**src/rtl/sdbi_pkg.sv**
```systemverilog
// ----------------------------------------------------------------------------
// sdbi_pkg
// Shared types and constants for the signed divide-by-invariant block.
// ----------------------------------------------------------------------------
`default_nettype none

package sdbi_pkg;

  // width of the dividend, divisor and quotient ports
  localparam int unsigned IO_WIDTH = 32;

  // divisor setup sequencer
  typedef enum logic [2:0] {
    DRV_IDLE,
    DRV_PREP,
    DRV_LEN,
    DRV_DIV,
    DRV_REDUCE
  } drv_state_t;

endpackage

`default_nettype wire

```
**src/rtl/signed_divide_by_invariant.sv**
```systemverilog
// ----------------------------------------------------------------------------
// signed_divide_by_invariant
// Signed division of a dividend stream by a programmable divisor, truncating
// toward zero, using a reciprocal multiply derived when the divisor is set.
// ----------------------------------------------------------------------------
// Usage:
//   Divisor channel: divisor_valid/divisor_ready with the divisor value. A
//   write starts a setup sequence that derives the reciprocal multiplier and
//   shift; busy is high and divisor_ready low until it ends. Setup scans the
//   bit length len of |d|-1, then runs the one-bit-per-cycle long division
//   and up to len multiplier reductions; a power-of-two divisor finishes
//   after the bit-length scan, a zero divisor in the prepare step.
//   Dividend channel: a dividend is taken at each edge where start is high
//   and busy is low, one per cycle.
//   Results: quotient and divide_by_zero are shown for one cycle with done
//   high, after the input register, multiply, add and shift/sign-fix
//   stages. The receiver takes every result; there is no back-pressure.
//   Zero divisor: quotient is 0 and divide_by_zero is 1.
//   Reset: settings for divisor 1, pipeline empty, block idle.
// ----------------------------------------------------------------------------
`default_nettype none

module signed_divide_by_invariant #(
  parameter int unsigned DATA_WIDTH = 32
) (
  input  wire                               clk,
  input  wire                               rst,
  input  wire                               divisor_valid,
  output logic                              divisor_ready,
  input  wire  [sdbi_pkg::IO_WIDTH-1:0]     divisor,
  input  wire                               start,
  output logic                              busy,
  input  wire  [sdbi_pkg::IO_WIDTH-1:0]     dividend,
  output logic                              done,
  output logic [sdbi_pkg::IO_WIDTH-1:0]     quotient,
  output logic                              divide_by_zero
);

  localparam int unsigned W     = DATA_WIDTH;
  localparam int unsigned LEN_W = $clog2(DATA_WIDTH);
  localparam int unsigned CNT_W = $clog2(2 * DATA_WIDTH);

  // --------------------------------------------------------------------------
  // Committed settings
  // --------------------------------------------------------------------------
  logic                 set_neg;
  logic                 set_zero;
  logic                 set_pow2;
  logic [LEN_W-1:0]     set_exp;
  logic [LEN_W-1:0]     set_shift;
  logic                 set_big;
  logic signed [W:0]    set_mult;

  // --------------------------------------------------------------------------
  // Setup sequencer
  // --------------------------------------------------------------------------
  sdbi_pkg::drv_state_t state, state_next;

  logic [W-1:0]         drv_mag;
  logic                 drv_neg;
  logic                 drv_pow2;
  logic [W-1:0]         drv_t;
  logic [LEN_W-1:0]     drv_len;
  logic [CNT_W-1:0]     drv_cnt;
  logic [W-1:0]         rem_lo;
  logic [W-1:0]         rem_hi;
  logic [W:0]           quo_lo;
  logic [W:0]           quo_hi;
  logic [LEN_W-1:0]     drv_sh;

  logic                 cfg_fire;
  logic signed [W-1:0]  cfg_d;
  logic [CNT_W:0]       pos_lo;
  logic [CNT_W:0]       pos_hi;
  logic                 bit_lo;
  logic                 bit_hi;
  logic [W:0]           try_lo;
  logic [W:0]           try_hi;
  logic                 fit_lo;
  logic                 fit_hi;
  logic                 reduce_go;

  assign cfg_fire = divisor_valid && divisor_ready;
  assign cfg_d    = divisor[W-1:0];

  // numerator bit positions: 2^(W+len) for both, plus 2^(len+1) for the upper bound
  assign pos_lo = (CNT_W+1)'(W) + (CNT_W+1)'(drv_len);
  assign pos_hi = (CNT_W+1)'(drv_len) + (CNT_W+1)'(1);
  assign bit_lo = ({1'b0, drv_cnt} == pos_lo);
  assign bit_hi = bit_lo || ({1'b0, drv_cnt} == pos_hi);

  // one restoring division step for each bound
  assign try_lo = {rem_lo, bit_lo};
  assign try_hi = {rem_hi, bit_hi};
  assign fit_lo = (try_lo >= {1'b0, drv_mag});
  assign fit_hi = (try_hi >= {1'b0, drv_mag});

  assign reduce_go = (quo_lo[W:1] < quo_hi[W:1]) && (drv_sh != '0);

  // next state
  always_comb begin
    state_next = state;
    case (state)
      sdbi_pkg::DRV_IDLE: begin
        if (cfg_fire) state_next = sdbi_pkg::DRV_PREP;
      end
      sdbi_pkg::DRV_PREP: begin
        if (drv_mag == '0) state_next = sdbi_pkg::DRV_IDLE;
        else state_next = sdbi_pkg::DRV_LEN;
      end
      sdbi_pkg::DRV_LEN: begin
        if (drv_t == '0) begin
          if (drv_pow2) state_next = sdbi_pkg::DRV_IDLE;
          else state_next = sdbi_pkg::DRV_DIV;
        end
      end
      sdbi_pkg::DRV_DIV: begin
        if (drv_cnt == '0) state_next = sdbi_pkg::DRV_REDUCE;
      end
      sdbi_pkg::DRV_REDUCE: begin
        if (!reduce_go) state_next = sdbi_pkg::DRV_IDLE;
      end
      default: state_next = sdbi_pkg::DRV_IDLE;
    endcase
  end

  // handshake outputs
  always_comb begin
    case (state)
      sdbi_pkg::DRV_IDLE: begin
        busy          = 1'b0;
        divisor_ready = 1'b1;
      end
      default: begin
        busy          = 1'b1;
        divisor_ready = 1'b0;
      end
    endcase
  end

  always_ff @(posedge clk) begin
    if (rst) state <= sdbi_pkg::DRV_IDLE;
    else state <= state_next;
  end

  // setup working registers
  always_ff @(posedge clk) begin
    case (state)
      sdbi_pkg::DRV_IDLE: begin
        if (cfg_fire) begin
          drv_neg <= cfg_d[W-1];
          drv_mag <= cfg_d[W-1] ? W'(-cfg_d) : W'(cfg_d);
        end
      end
      sdbi_pkg::DRV_PREP: begin
        drv_pow2 <= ((drv_mag & (drv_mag - W'(1))) == '0);
        drv_t    <= drv_mag - W'(1);
        drv_len  <= '0;
      end
      sdbi_pkg::DRV_LEN: begin
        if (drv_t != '0) begin
          drv_t   <= drv_t >> 1;
          drv_len <= drv_len + LEN_W'(1);
        end else begin
          drv_cnt <= CNT_W'(2 * W - 1);
          rem_lo  <= '0;
          rem_hi  <= '0;
          quo_lo  <= '0;
          quo_hi  <= '0;
        end
      end
      sdbi_pkg::DRV_DIV: begin
        rem_lo  <= fit_lo ? W'(try_lo - {1'b0, drv_mag}) : try_lo[W-1:0];
        rem_hi  <= fit_hi ? W'(try_hi - {1'b0, drv_mag}) : try_hi[W-1:0];
        quo_lo  <= {quo_lo[W-1:0], fit_lo};
        quo_hi  <= {quo_hi[W-1:0], fit_hi};
        drv_cnt <= drv_cnt - CNT_W'(1);
        drv_sh  <= drv_len;
      end
      sdbi_pkg::DRV_REDUCE: begin
        if (reduce_go) begin
          quo_lo <= quo_lo >> 1;
          quo_hi <= quo_hi >> 1;
          drv_sh <= drv_sh - LEN_W'(1);
        end
      end
      default: begin
      end
    endcase
  end

  // commit settings at the end of setup
  always_ff @(posedge clk) begin
    if (rst) begin
      set_neg   <= 1'b0;
      set_zero  <= 1'b0;
      set_pow2  <= 1'b1;
      set_exp   <= '0;
      set_shift <= '0;
      set_big   <= 1'b0;
      set_mult  <= '0;
    end else begin
      case (state)
        sdbi_pkg::DRV_PREP: begin
          if (drv_mag == '0) begin
            set_neg   <= drv_neg;
            set_zero  <= 1'b1;
            set_pow2  <= 1'b0;
            set_exp   <= '0;
            set_shift <= '0;
            set_big   <= 1'b0;
            set_mult  <= '0;
          end
        end
        sdbi_pkg::DRV_LEN: begin
          if (drv_t == '0 && drv_pow2) begin
            set_neg   <= drv_neg;
            set_zero  <= 1'b0;
            set_pow2  <= 1'b1;
            set_exp   <= drv_len;
            set_shift <= '0;
          end
        end
        sdbi_pkg::DRV_REDUCE: begin
          if (!reduce_go) begin
            set_neg   <= drv_neg;
            set_zero  <= 1'b0;
            set_pow2  <= 1'b0;
            set_exp   <= '0;
            set_shift <= drv_sh;
            // a multiplier of 2^(W-1) or more is used as itself minus 2^W
            set_big   <= (quo_hi >= (W+1)'(1) << (W - 1));
            set_mult  <= (quo_hi >= (W+1)'(1) << (W - 1))
                         ? $signed(quo_hi ^ ((W+1)'(1) << W))
                         : $signed(quo_hi);
          end
        end
        default: begin
        end
      endcase
    end
  end

  // --------------------------------------------------------------------------
  // Dividend pipeline
  // --------------------------------------------------------------------------
  logic                 s0_valid;
  logic signed [W-1:0]  s0_x;

  logic                 s1_valid;
  logic signed [W-1:0]  s1_x;
  logic signed [2*W:0]  s1_prod;
  logic signed [W:0]    s1_pq;

  logic                 s2_valid;
  logic                 s2_xneg;
  logic signed [W+1:0]  s2_t;
  logic signed [W:0]    s2_pq;

  logic signed [W:0]    pow_bias;
  logic signed [W:0]    pow_sum;
  logic signed [W:0]    mul_high;
  logic signed [W+1:0]  mul_t;
  logic signed [W+1:0]  mul_q;
  logic signed [W+1:0]  sel_q;
  logic signed [W+1:0]  fix_q;
  logic signed [W-1:0]  out_q;

  // take the dividend beat
  always_ff @(posedge clk) begin
    if (rst) s0_valid <= 1'b0;
    else s0_valid <= start && !busy;
  end

  always_ff @(posedge clk) begin
    s0_x <= dividend[W-1:0];
  end

  // stage 1: multiply, and bias-and-shift for power-of-two divisors
  assign pow_bias = s0_x[W-1] ? $signed(~({(W+1){1'b1}} << set_exp)) : '0;
  assign pow_sum  = (W+1)'(s0_x) + pow_bias;

  always_ff @(posedge clk) begin
    if (rst) s1_valid <= 1'b0;
    else s1_valid <= s0_valid;
  end

  always_ff @(posedge clk) begin
    s1_x    <= s0_x;
    s1_prod <= set_mult * s0_x;
    s1_pq   <= pow_sum >>> set_exp;
  end

  // stage 2: take the high half, add the dividend back for large multipliers
  assign mul_high = s1_prod[2*W:W];
  assign mul_t    = set_big ? (W+2)'(s1_x) + (W+2)'(mul_high) : (W+2)'(mul_high);

  always_ff @(posedge clk) begin
    if (rst) s2_valid <= 1'b0;
    else s2_valid <= s1_valid;
  end

  always_ff @(posedge clk) begin
    s2_xneg <= s1_x[W-1];
    s2_t    <= mul_t;
    s2_pq   <= s1_pq;
  end

  // stage 3: post-shift, round toward zero, apply divisor sign
  assign mul_q = (s2_t >>> set_shift) + $signed((W+2)'(s2_xneg));
  assign sel_q = set_pow2 ? (W+2)'(s2_pq) : mul_q;
  assign fix_q = set_neg ? -sel_q : sel_q;
  assign out_q = set_zero ? '0 : fix_q[W-1:0];

  always_ff @(posedge clk) begin
    if (rst) done <= 1'b0;
    else done <= s2_valid;
  end

  always_ff @(posedge clk) begin
    quotient       <= sdbi_pkg::IO_WIDTH'(out_q);
    divide_by_zero <= set_zero;
  end

endmodule

`default_nettype wire

```
**config.mk**
```make
export PLATFORM = sky130hd
export DESIGN_NAME = signed_divide_by_invariant
export DESIGN_NICKNAME = d
export VERILOG_FILES = /design/src/rtl/sdbi_pkg.sv /design/src/rtl/signed_divide_by_invariant.sv
export SDC_FILE = /design/constraint.sdc
export NUM_CORES = 2
export LEC_CHECK = 0
export ABC_AREA = 1
export BUFFER_PORTS_ARGS = -buffer_cell sky130_fd_sc_hd__buf_2
export CAP_MARGIN = 10
export CORE_AREA = 2 2 298 522
export DETAILED_ROUTE_END_ITERATION = 8
export DIE_AREA = 0 0 300 524
export PLACE_DENSITY = 0.59
export SETUP_SLACK_MARGIN = 0.02
export SLEW_MARGIN = 10
export SYNTH_ARGS = -nofsm -noshare
export SYNTH_HDL_FRONTEND = slang
export SYNTH_SLANG_ARGS = --single-unit
```
**constraint.sdc**
```tcl
create_clock -name clk -period 10.6 [get_ports clk]
set_clock_uncertainty 0.15 [all_clocks]
set_input_delay 3.18 -clock clk [delete_from_list [all_inputs] [get_ports clk]]
set_output_delay 3.18 -clock clk [all_outputs]
set_load 0.01 [all_outputs]
```
## After elaboration in Yosys (flattened, before gate mapping)

Cells that the tools add are included.

- Input bits: 68
- Register bits: 527

- Bitwise operators: 3
- Mux-type cells: 56
- Shift operators: 3
- Reductions and logical operators: 26
- Multipliers: 1
- $lt $le $gt $ge: 4
- $add $sub $neg: 13
- Eq/ne operators: 15

Operators with widths:

| operator | number |
|---|---|
| 33-bit two-way mux | 7 |
| 33-bit case mux with 3 select lines | 2 |
| 32-bit two-way mux | 6 |
| 32-bit case mux with 2 select lines | 3 |
| 32-bit zero test | 3 |
| 33-bit by 32-bit >= comparator with 1-bit output | 2 |
| 33-bit case mux with 2 select lines | 1 |
| 33-bit by 32-bit multiplier with 65-bit output | 1 |
| 32-bit negator | 2 |
| 32-bit subtractor | 2 |
| 5-bit two-way mux | 7 |
| 32-bit by 33-bit adder with 34-bit output | 1 |
| 34-bit two-way mux | 1 |
| 34-bit by 5-bit >>> shifter with 32-bit output | 1 |
| 32-bit by 33-bit adder with 33-bit output | 1 |
| 33-bit by 32-bit >= comparator with 1-bit output, second input constant | 1 |
| 33-bit NOT | 1 |
| 33-bit by 5-bit left shift with 33-bit output, first input constant | 1 |
| 33-bit by 5-bit >>> shifter with 32-bit output | 1 |
| 32-bit by 2-bit adder with 32-bit output | 1 |
| 32-bit AND | 1 |
| 32-bit < comparator | 1 |
| 32-bit nonzero test | 1 |
| 32-bit by 1-bit subtractor with 32-bit output, second input constant | 1 |
| 33 further kinds | 72 |

## Logic depth before layout (Yosys ltp)

- Depth in word-level cells: 6
- Mapped depth: 34

## Worst setup path before layout

OpenSTA, ideal clock, no wires.

- Path type: reg-to-reg
- From: reg set_mult[32]
- To: reg s1_prod[59]
- Data arrival time: 7.149 ns
- Buffers on the path: 2
- Setup slack: 3.181 ns
- Period minus slack after synthesis: 7.419 ns
- Stages on the path, launching flop included: 27
- Required time: 10.330 ns
- Path through: dfxtp_1 > clkbuf_1 > clkbuf_1 > nand2_1 > inv_1 > fa_1 > inv_1 > fa_1 > inv_1 > fa_1 > fa_1 > inv_1 > fa_1 > inv_1 > fa_1 > inv_1 > fa_1 > inv_1 > fa_1 > ha_1 > a21oi_1 > inv_1 > a31oi_1 > o21ai_0 > a221oi_1 > nand2_1 > xor2_1

- Longest elaborated chain between the ends: 1

RTL lines:

| item | line | text |
|---|---|---|
| from (decl) | signed_divide_by_invariant.sv:52 | `logic signed [W:0] set_mult;` |
| from (signal assigned) | signed_divide_by_invariant.sv:233 | `set_mult <= (quo_hi >= (W+1)'(1) << (W - 1))` |
| 33-bit by 32-bit multiplier with 65-bit output | signed_divide_by_invariant.sv:290 | `s1_prod <= set_mult * s0_x;` |
| to (signal assigned) | signed_divide_by_invariant.sv:290 |  |
| to (decl) | signed_divide_by_invariant.sv:252 | `logic signed [2*W:0] s1_prod;` |

Every way passes these cells.
A chain may end at the register's enable or synchronous reset.

## Final worst setup path

- From: reg s0_x[8]
- To: reg s1_prod[63]

- Longest elaborated chain between the ends: 1

RTL lines:

| item | line | text |
|---|---|---|
| from (decl) | signed_divide_by_invariant.sv:248 | `logic signed [W-1:0] s0_x;` |
| from (signal assigned) | signed_divide_by_invariant.sv:276 | `s0_x <= dividend[W-1:0];` |
| 33-bit by 32-bit multiplier with 65-bit output | signed_divide_by_invariant.sv:290 |  |

Every way passes these cells.

==> impl_results.rst <==
.. list-table::
   :header-rows: 1

   * - Metric
     - Value
   * - Detailed Place HPWL
     - 189 mm
   * - Antenna violations before repair
     - 25
   * - Area added between synthesis and finish
     - 6.16%
   * - Dominant synthesized flop cell
     - sky130_fd_sc_hd__dfxtp_1
   * - Detailed-route vias per instance
     - 5.36
   * - CTS tree
     - done
   * - Worst setup margin
     - ~1.5 ns
   * - Largest net degree at the start of global routing
     - 72
   * - Buffers on Ports
     - 103
   * - Worst max-slew margin expressed relative to the limit
     - approximately a tenth
   * - Final Hold Vio Count
     - 0
   * - Gr ovfl total
     - 0
   * - Io pins
     - approximately 100
   * - Fraction of layout instances using a drive strength above 1
     - 5.84%
   * - Critical Path Start
     - s0_x[8]
   * - Number of buffers inserted to repair setup after CTS
     - 0
   * - Worst flop-to-flop path startpoint
     - s0_x[8]
   * - Maximum clock insertion buffer count
     - 3
   * - Result of the run
     - completed
   * - Cell count after synthesis
     - roughly 8700
   * - Setup WS pre-CTS
     - 1.54 ns
   * - Synth Register Bits
     - 495
   * - RSZ-0062 raised after global routing
     - false
   * - Data arrival time at the worst-slack endpoint
     - 9.65 ns
   * - Number of sinks driven by the clock tree
     - 495
   * - Asr flop ratio synth
     - 0%
   * - Post-synth cell types
     - 69
   * - Element type at the critical path end
     - flop
   * - FF-to-FF path depth
     - 22
   * - Hold Path Class
     - flop to flop
   * - Number of CTS-inserted buffers
     - between 50 and 60
   * - Largest driver fanout on the critical path
     - 15
   * - Residual DRC count
     - 0
   * - Synthesized cell area
     - 0.0685 mm^2
   * - Post-cts repair resize count
     - 0
   * - Vias post-DR
     - 56900
   * - Count of endpoints failing setup in the final report
     - 0
   * - Via count of the first global-routing pass
     - roughly 62000
   * - Area of the core
     - 0.153 mm^2
   * - First-pass detailed-route iteration total
     - 6
   * - Actual transition at the worst max-transition pin
     - 1.35 ns
   * - Average wire per standard cell
     - 22.0 um
   * - Clk pin slew, worst setup/hold paths
     - 0.08 ns
   * - Post-synthesis area per instance
     - 7.89 um^2
   * - Final max-slew violation count
     - 0
   * - Worst endpoint required time
     - 11.12 ns
   * - Effective utilization at floorplan
     - 44.9%
   * - Maximum operating frequency
     - between 0.1 and 0.15 GHz
   * - Synth warnings
     - 0
   * - Sum of negative setup slack
     - 0 ns
   * - Final Critical Period
     - 9.13 ns
   * - WS Path Type
     - flop to flop
   * - Period utilization
     - 86.1%
   * - Number of H-tree levels
     - 2
   * - Post-synthesis sequential area ratio
     - 17.6%
   * - Final net count
     - a little over 10000
   * - Crit path to
     - s1_prod[63]
   * - Placed Area
     - 0.0709 mm^2
   * - Sequential cell area in the final layout
     - about 0.012 mm^2
   * - Worst-skew pair later-pin latency
     - 0.74 ns
   * - Initial detailed-routing violation count
     - 3377
   * - Gpl congestion
     - just under 1
   * - Global-route wire length before repair
     - 356 mm
   * - CTS Hold Bufs
     - 0
   * - Root buf cell
     - sky130_fd_sc_hd__clkbuf_16
   * - Number of enable-type register cells in the synthesized netlist
     - between 200 and 250
   * - Chip height
     - about 520 um
   * - Critical path startpoint category
     - flop
   * - MaxCap Viol Count
     - 0
   * - Cell area after layout
     - 0.0727 mm^2
   * - Filler cell count
     - 15300
   * - Die area
     - 0.157 mm^2
   * - Routed wire length
     - 233 mm
   * - Multi-input gate area
     - 0.0475 mm^2
   * - Synth Net Count
     - 10200
   * - Number of core rows
     - 190
   * - Tot GR Track Use
     - 30.2%
   * - Endpoint of the worst register-to-register path
     - s1_prod[63]
   * - Horiz. Die Dim
     - 300 um
   * - FF-to-FF setup slack
     - around 1.5 ns
   * - Post-detailed-route count of antenna-violating nets
     - 0
==> critical path, cell delays in order, from the launching register on <==
cell                      delay (ns)
sky130_fd_sc_hd__dfxtp_2        0.84
sky130_fd_sc_hd__nand2_1        0.28
sky130_fd_sc_hd__fa_1           0.49
sky130_fd_sc_hd__fa_1           0.44
sky130_fd_sc_hd__inv_1          0.23
sky130_fd_sc_hd__fa_1           0.50
sky130_fd_sc_hd__fa_1           0.92
sky130_fd_sc_hd__inv_1          0.45
sky130_fd_sc_hd__fa_1           0.61
sky130_fd_sc_hd__inv_1          0.06
sky130_fd_sc_hd__fa_1           0.42
sky130_fd_sc_hd__inv_1          0.09
sky130_fd_sc_hd__fa_1           0.41
sky130_fd_sc_hd__inv_1          0.10
sky130_fd_sc_hd__fa_1           0.43
sky130_fd_sc_hd__ha_1           0.49
sky130_fd_sc_hd__nand2_1        0.20
sky130_fd_sc_hd__nor3_1         0.44
sky130_fd_sc_hd__inv_1          0.19
sky130_fd_sc_hd__nor4_1         0.57
sky130_fd_sc_hd__nand4_1        0.39
sky130_fd_sc_hd__nand4_1        0.19
sky130_fd_sc_hd__xor2_1         0.14
==> stage by stage <==
step	instances	hold WS, ns	util, %
2_1_floorplan	8679	0.160	-
3_3_place_gp	10500	0.161	46.4
3_5_place_dp	10500	0.162	46.4
4_1_cts	10600	0.174	47.6
5_1_grt	10600	0.178	47.7
6_report	10600	0.171	47.7
==> placed cells by master, fill, tap and decap left out, types with 46 or more instances in the layout <==
cell,synthesis,routed
sky130_fd_sc_hd__a31oi_1,46,46
sky130_fd_sc_hd__xor2_1,93,93
sky130_fd_sc_hd__buf_4,5,113
sky130_fd_sc_hd__fa_1,1115,1115
sky130_fd_sc_hd__nand2_1,2018,2017
sky130_fd_sc_hd__xnor2_1,95,95
sky130_fd_sc_hd__nor3_1,51,51
sky130_fd_sc_hd__inv_1,1938,1937
sky130_fd_sc_hd__nor2_1,379,375
sky130_fd_sc_hd__nand4_1,51,51
sky130_fd_sc_hd__dfxtp_1,283,262
sky130_fd_sc_hd__ha_1,382,382
sky130_fd_sc_hd__o21ai_0,351,351
sky130_fd_sc_hd__a21oi_1,384,384
sky130_fd_sc_hd__buf_2,28,103
sky130_fd_sc_hd__nand3_1,460,459
sky130_fd_sc_hd__edfxtp_1,212,212
sky130_fd_sc_hd__clkbuf_16,0,55
==> layer usage <==
layer | part of all wire [%] | up-vias | track usage, % | wire, um
li1 | - | 26100 | - | -
met1 | 33 | 28200 | 29.3 | 76000
met2 | 54 | 1774 | 57.9 | 127000
met3 | 3.9 | 837 | 2.99 | 9120
met4 | 9.2 | 6 | 23.5 | 21500
met5 | 0.015 | - | 0 | 35
==> kinds of logic (layout without fill, tap and decap cells) <==
family                   after synthesis  after routing  synth area share, %
adder cells (fa/ha/maj)             1497           1497                 39.6
multiplexers                           4              4               0.0584
AND/OR/NAND/NOR                     3145           3145                 19.3
other                                  0             12                    0
buffers and inverters               2364           2283                 13.1
XOR/XNOR                             188            188                 2.40
flip-flops                           495            495                 17.6
AO/OA/AOI/OAI                        986            986                 7.97
==> state kept, by name (all words and copies together) (netlist names), 3 cells and up <==
signal / flops
drv_mag: 32
s2_t: 34
quo_hi: 33
set_shift: 5
drv_sh: 5
rem_hi: 32
s2_pq: 32
drv_cnt: 6
quo_lo: 33
rem_lo: 32
drv_t: 32
quotient: 32
drv_len: 5
s0_x: 32
s1_pq: 32
set_mult: 33
state: 3
s1_prod: 33
set_exp: 5
s1_x: 32
==> synthesized netlist by cell type (39+ instances only) <==
| library cell | count | area share, % |
|---|---|---|
| sky130_fd_sc_hd__xor2_1 | 93 | 1.2 |
| sky130_fd_sc_hd__nor3_1 | 51 | 0.37 |
| sky130_fd_sc_hd__or2_2 | 41 | 0.37 |
| sky130_fd_sc_hd__ha_1 | 382 | 7.0 |
| sky130_fd_sc_hd__o22ai_1 | 39 | 0.36 |
| sky130_fd_sc_hd__o21ai_0 | 351 | 2.6 |
| sky130_fd_sc_hd__inv_1 | 1938 | 11 |
| sky130_fd_sc_hd__a31oi_1 | 46 | 0.42 |
| sky130_fd_sc_hd__a21oi_1 | 384 | 2.8 |
| sky130_fd_sc_hd__nand3_1 | 460 | 3.4 |
| sky130_fd_sc_hd__xnor2_1 | 95 | 1.2 |
| sky130_fd_sc_hd__nand4_1 | 51 | 0.47 |
| sky130_fd_sc_hd__nor2_1 | 379 | 2.1 |
| sky130_fd_sc_hd__clkbuf_1 | 338 | 1.9 |
| sky130_fd_sc_hd__nand2_1 | 2018 | 11 |
| sky130_fd_sc_hd__edfxtp_1 | 212 | 9.3 |
| sky130_fd_sc_hd__fa_1 | 1115 | 33 |
| sky130_fd_sc_hd__dfxtp_1 | 283 | 8.3 |
==> worst min path at each step <==
stage               depth (start not counted)  startpoint   endpoint
floorplan                                   0    s1_pq[0]   s2_pq[0]
global placement                            0   s1_pq[14]  s2_pq[14]
detailed placement                          0   s1_pq[11]  s2_pq[11]
CTS                                         0   s1_pq[11]  s2_pq[11]
global route                                0   s1_pq[11]  s2_pq[11]
finish                                      0   s1_pq[11]  s2_pq[11]
==> cell type report <==
class / count / share of cell area [%]
flip-flops and latches: 495 / 16.6
inverters: 1964 / 10.1
multi-input cells: 5820 / 65.4
clock inverters: 41 / 0.583
clock buffers: 62 / 1.94
diodes: 12 / 0.0413
well taps: 2016 / 3.47
repair buffers: 216 / 1.87
Power is not shown: default switching activity piles up to over one toggle a cycle in this logic, so the estimate is an artifact.
